`config.mk`:
```
export PLATFORM = sky130hd
export DESIGN_NAME = cbwwf_ctrl
export DESIGN_NICKNAME = d
export VERILOG_FILES = /design/src/rtl/core/cbwwf_pkg.sv /design/src/rtl/core/cbwwf_ctrl.sv
export SDC_FILE = /design/constraint.sdc
export NUM_CORES = 1
export LEC_CHECK = 0
export BUFFER_PORTS_ARGS = -buffer_cell sky130_fd_sc_hd__buf_2
export CAP_MARGIN = 0
export CORE_AREA = 2 2 39 41
export CTS_BUF_LIST = sky130_fd_sc_hd__clkbuf_8
export CTS_CLUSTER_SIZE = 14
export DETAILED_ROUTE_END_ITERATION = 8
export DIE_AREA = 0 0 41 43
export SYNTH_ARGS = -nofsm -noshare
export SYNTH_HDL_FRONTEND = slang
export SYNTH_SLANG_ARGS = --single-unit
```
`constraint.sdc`:
```
create_clock -name clk -period 4.57 [get_ports clk]
set_clock_uncertainty 0.05 [all_clocks]
set_input_delay 0.914 -clock clk [delete_from_list [all_inputs] [get_ports clk]]
set_output_delay 0.914 -clock clk [all_outputs]
set_load 0.05 [all_outputs]
```
`src/rtl/core/cbwwf_pkg.sv`:
```
`timescale 1ns / 1ps
// ----------------------------------------------------------------------------
// CIGAR base weight window finder package
// Shared widths, codes, state encodings and controller/datapath structs.
// ----------------------------------------------------------------------------
package cbwwf_pkg;

	localparam int LIM_W      = 17;
	localparam int LEN_W      = 13;
	localparam int SIM_W      = 17;
	localparam int QLEN_W     = 16;
	localparam int CNT_W      = 16;
	localparam int START_W    = 12;
	localparam int WIN_SUM_W  = 28;
	localparam int PROD_W     = 33;
	localparam int CFG_IDX_W  = 2;
	localparam int CFG_DATA_W = 17;

	typedef logic [1:0]           cigar_op_t;
	typedef logic [CFG_IDX_W-1:0] cfg_idx_t;

	localparam cigar_op_t OP_M = 2'd0;
	localparam cigar_op_t OP_X = 2'd1;
	localparam cigar_op_t OP_D = 2'd3;

	localparam logic REQ_FIND     = 1'b1;
	localparam logic KIND_VERDICT = 1'b0;
	localparam logic KIND_WINDOW  = 1'b1;

	localparam cfg_idx_t CFG_WINDOW_LEN    = 2'd0;
	localparam cfg_idx_t CFG_SEQ_LEN       = 2'd1;
	localparam cfg_idx_t CFG_MIN_SIMILARITY = 2'd2;

	localparam logic [LEN_W-1:0]     WIN_LEN_RST = 13'd1;
	localparam logic [LEN_W-1:0]     SEQ_LEN_RST = 13'd4096;
	localparam logic [CNT_W-1:0]     CNT_MAX     = 16'hFFFF;
	localparam logic [WIN_SUM_W-1:0] SUM_MAX     = 28'hFFF_FFFF;

	typedef enum logic [3:0] {
		ST_CLR,
		ST_IDLE,
		ST_MUL,
		ST_CMP,
		ST_COMMIT,
		ST_CDRN,
		ST_PUT_V,
		ST_SCAN,
		ST_SDR1,
		ST_SDR2,
		ST_PUT_W,
		ST_WIPE
	} state_t;

	typedef enum logic [1:0] {
		SW_INIT,
		SW_COMMIT,
		SW_SCAN,
		SW_WIPE
	} sweep_t;

	typedef struct packed {
		logic   valid;
		logic   find;
		logic   last;
	} req_info_t;

	typedef struct packed {
		logic   sweep_en;
		sweep_t sweep_kind;
		logic   op_take;
		logic   scan_init;
		logic   load_verdict;
		logic   load_window;
	} ctrl_cmd_t;

	typedef struct packed {
		logic sweep_last;
		logic sweep_empty;
		logic out_free;
	} dp_status_t;

endpackage

```
`src/rtl/core/cbwwf_ctrl.sv`:
```
`timescale 1ns / 1ps
// ----------------------------------------------------------------------------
// CIGAR base weight window finder controller
// Sequences operation intake, commit sweeps, window scans and store clears.
// ----------------------------------------------------------------------------
module cbwwf_ctrl import cbwwf_pkg::*; (
	input  logic       clk,
	input  logic       arst_n,
	input  req_info_t  req_info,
	output logic       req_ready,
	input  dp_status_t status,
	output ctrl_cmd_t  cmd
);

	state_t state_q;
	state_t state_d;
	logic   sweep_end;

	assign sweep_end = status.sweep_last || status.sweep_empty;

	always_ff @(posedge clk or negedge arst_n) begin
		if (!arst_n) begin
			state_q <= ST_CLR;
		end else begin
			state_q <= state_d;
		end
	end

	always_comb begin
		state_d = state_q;
		case (state_q)
			ST_CLR: begin
				if (sweep_end) state_d = ST_IDLE;
			end
			ST_IDLE: begin
				if (req_info.valid) begin
					if (req_info.find) state_d = ST_SCAN;
					else if (req_info.last) state_d = ST_MUL;
				end
			end
			ST_MUL:    state_d = ST_CMP;
			ST_CMP:    state_d = ST_COMMIT;
			ST_COMMIT: begin
				if (sweep_end) state_d = ST_CDRN;
			end
			ST_CDRN:   state_d = ST_PUT_V;
			ST_PUT_V: begin
				if (status.out_free) state_d = ST_IDLE;
			end
			ST_SCAN: begin
				if (sweep_end) state_d = ST_SDR1;
			end
			ST_SDR1:   state_d = ST_SDR2;
			ST_SDR2:   state_d = ST_PUT_W;
			ST_PUT_W: begin
				if (status.out_free) state_d = ST_WIPE;
			end
			ST_WIPE: begin
				if (sweep_end) state_d = ST_IDLE;
			end
			default:   state_d = ST_IDLE;
		endcase
	end

	always_comb begin
		req_ready        = 1'b0;
		cmd.sweep_en     = 1'b0;
		cmd.sweep_kind   = SW_INIT;
		cmd.op_take      = 1'b0;
		cmd.scan_init    = 1'b0;
		cmd.load_verdict = 1'b0;
		cmd.load_window  = 1'b0;
		case (state_q)
			ST_CLR: begin
				cmd.sweep_en   = 1'b1;
				cmd.sweep_kind = SW_INIT;
			end
			ST_IDLE: begin
				req_ready     = 1'b1;
				cmd.op_take   = req_info.valid && !req_info.find;
				cmd.scan_init = req_info.valid && req_info.find;
			end
			ST_COMMIT: begin
				cmd.sweep_en   = 1'b1;
				cmd.sweep_kind = SW_COMMIT;
			end
			ST_PUT_V: begin
				cmd.load_verdict = status.out_free;
			end
			ST_SCAN: begin
				cmd.sweep_en   = 1'b1;
				cmd.sweep_kind = SW_SCAN;
			end
			ST_PUT_W: begin
				cmd.load_window = status.out_free;
			end
			ST_WIPE: begin
				cmd.sweep_en   = 1'b1;
				cmd.sweep_kind = SW_WIPE;
			end
			default: begin
				req_ready = 1'b0;
			end
		endcase
	end

endmodule

```
==> metrics.md <==
| Metric | Value |
|---|---|
| Antenna Cells | 0 |
| Final setup viols | 0 |
| Area Growth Syn to Fin | 23.8% |
| Yosys warnings | 0 |
| Status | finished, final reports clean |
| Total grt overflow | 0 |
| Setup CP Type | flop to output pin |
| DR pass1 iterations | 3 |
| Total number of vias | 455 |
| Biggest regs | state_q (4) |
| Wirelength per Cell | 11.5 um |
| Pre-CTS setup slack | 2130 ps |
| CTS resizes | 0 |
| CORE AREA | 1380 um^2 |
| Initial drt markers | 5 |
| CP Launch Type | flop |
| CTS Sinks | 4 |
| R2r worst-path depth | 4 |
| Clock Path Buffers | 2 |
| F_max | 382 MHz |
| Design Power | 458 uW |
| RSZ-0062 raised after global routing | no |
| CP max-delay cell | dfrtp_1 |
| Final hold violation count | 0 |
| Setup Buffers After CTS | 0 |
| Reg with most FFs | state_q |
| DR vias/cell | 5.35 |
| Global Route Usage Sum | 12.8% |
| Register area share after synthesis | 22.1% |
| RePlAce Congestion | 0.809 |
| Ports | 16 |
| Die W | 41 um |
| Worst R2R End | state_q[0] |
| Die H | 43 um |
| Vias in the first global route | 373 |
| Max_cap viols | 0 |
| Fillcell total | 155 |
| Type of the worst min-delay path | input port to asynchronous set/reset pin |
| Initial antenna violation count | 0 |
| Share of post-route cells with drive strength above 1 | 37.7% |
| Placed inst area | 519 um^2 |
| Critical Path, Cell by Cell | nor4b_4, and3_2, buf_2 |
| Final Core Density | 40.5% |
| Slack of the critical path | 1950 ps |
| Hold_buf cts | 0 |
| Global-route wire length before repair | 1550 um |
| Post-DP HPWL | 743 um |
| Unique masters post-synth | 30 |
| Post-synthesis cell count | 55 |
| Final instance area | 561 um^2 |
| Crit. End Element | output pin |
| Nets | 79 |
| Setup TNS | 0 ps |
| Worst-path fanout max | 14 |
| PwrDens | 817 nW/um^2 |
| Worst-path clk slew | 30 ps |
| Initial core utilization | 32.7% |
| VDD IR max | 0.218 mV |
| Inserted Clock Buffers | 3 |
| Crit share post-route | 57.3% |
| CTS tree | built |
| R2R Setup Slk | 2830 ps |
| Row count | 14 |
| Signal arrival time at the worst endpoint | 1660 ps |
| Final wirelength | 978 um |
| Syn_nets | 63 |
| Slowest stage delay, CP | 530 ps |
| Cells after DPL | 82 |
| Worst r2r src | state_q[3] |
| Least-Margin Pin Slew | 448 ps |
| Max reg flops | 4 |
| Syn Std Cell Area | 453 um^2 |
| Final Instance Count excl. Fillers | 85 |
| Number of buffers added on ports | 15 |
| Root buffer cell | clkbuf_8 |
| DIE AREA | 1760 um^2 |
| DRC | 0 |
| CP Launch Point | state_q[3] |
| Fin. max-slew vios | 0 |
| Min Hold Slack | 446 ps |
| Pleak | 0.275 nW |
| End of the critical path | cmd[2] |
| Largest net degree at the start of global routing | 15 |
| Routed Antenna Nets | 0 |
| Req. time, crit path | 3610 ps |
| Mapped Avg Cell Area | 8.24 um^2 |
| Max_slew headroom | 70.1% |
| Min Clock Period, post-route | 2620 ps |
| Htree depth | 1 |
| Post-synthesis register bit count | 4 |
| Clock Latency Late Sink | 210 ps |
worst min-delay path by stage:
stage | from | cells after the start | end | slack [ps]
final | arst_n | 1 | state_q[2] | 450
after global routing | arst_n | 1 | state_q[0] | 450
after CTS | arst_n | 1 | state_q[0] | 450
after detailed placement | arst_n | 1 | state_q[0] | 670
after global placement | arst_n | 1 | state_q[2] | 670
after floorplan | arst_n | 0 | state_q[0] | 570
Yosys cell counts (all sizes together):
cell | number | area (um^2)
and2b | 1 | 7.51
and3 | 1 | 7.51
dfrtp | 4 | 100
nor3 | 2 | 10.0
a21oi | 5 | 25.0
or2b | 1 | 7.51
o21ai | 3 | 15.0
o211ai | 4 | 40.0
nor4b | 1 | 23.8
o22ai | 2 | 12.5
a22oi | 1 | 21.3
or2 | 1 | 6.26
a32o | 1 | 10.0
inv | 1 | 3.75
a31oi | 1 | 6.26
buf | 4 | 28.8
mux2 | 1 | 15.0
or4b | 1 | 10.0
and2 | 1 | 6.26
xor2 | 1 | 8.76
nor2b | 1 | 6.26
nor3b | 1 | 12.5
nand3b | 1 | 7.51
o21bai | 1 | 7.51
nor2 | 8 | 30.0
nand3 | 1 | 5.00
nand2 | 5 | 18.8
cell type report:
type                            count  area (um^2)  area share (%)
Multi-Input combinational cell     46          320            57.1
Inverter                            1         3.75           0.670
Timing Repair Buffer               15         75.1            13.4
Sequential cell                     4          100            17.9
Clock buffer                        3         41.3            7.37
Tap cell                           16         20.0            3.57
per-layer routing:
metal,share of wire [%],vias up,global-route usage (%)
li1,-,230,-
met1,47,210,16.9
met2,48,12,18.8
met3,4.0,3,4.71
met4,0.82,0,4.00
met5,0,-,0
cells in the final DEF (no fill, tap or decap), types with 2 or more instances in the layout:
master     n
a21oi_1    5
nor2_1     8
o21ai_0    3
nand2_1    5
clkbuf_8   3
o211ai_1   2
dfrtp_1    4
buf_2     15
o211ai_2   2
o22ai_1    2
nor3_1     2
power by group:
group	internal [mW]	total, mW	switching, mW
clock network	0.0560	0.0728	0.0168
logic	0.109	0.280	0.171
registers	0.0521	0.105	0.0532
critical path: cells and delay by family (launching register included):
| kind | cells | cell delay, ps |
|---|---|---|
| AND/OR/NAND/NOR | 2 | 660 |
| flip-flops | 1 | 530 |
| buffers and inverters | 1 | 250 |
cell families after synthesis:
kind of cell           Yosys count  synth area share (%)
multiplexers                     1                  3.31
flip-flops                       4                  22.1
buffers and inverters            5                  7.18
XOR/XNOR                         1                  1.93
AND/OR/NAND/NOR                 26                  35.1
AO/OA/AOI/OAI                   18                  30.4
Power figures use the tool's default switching activity.
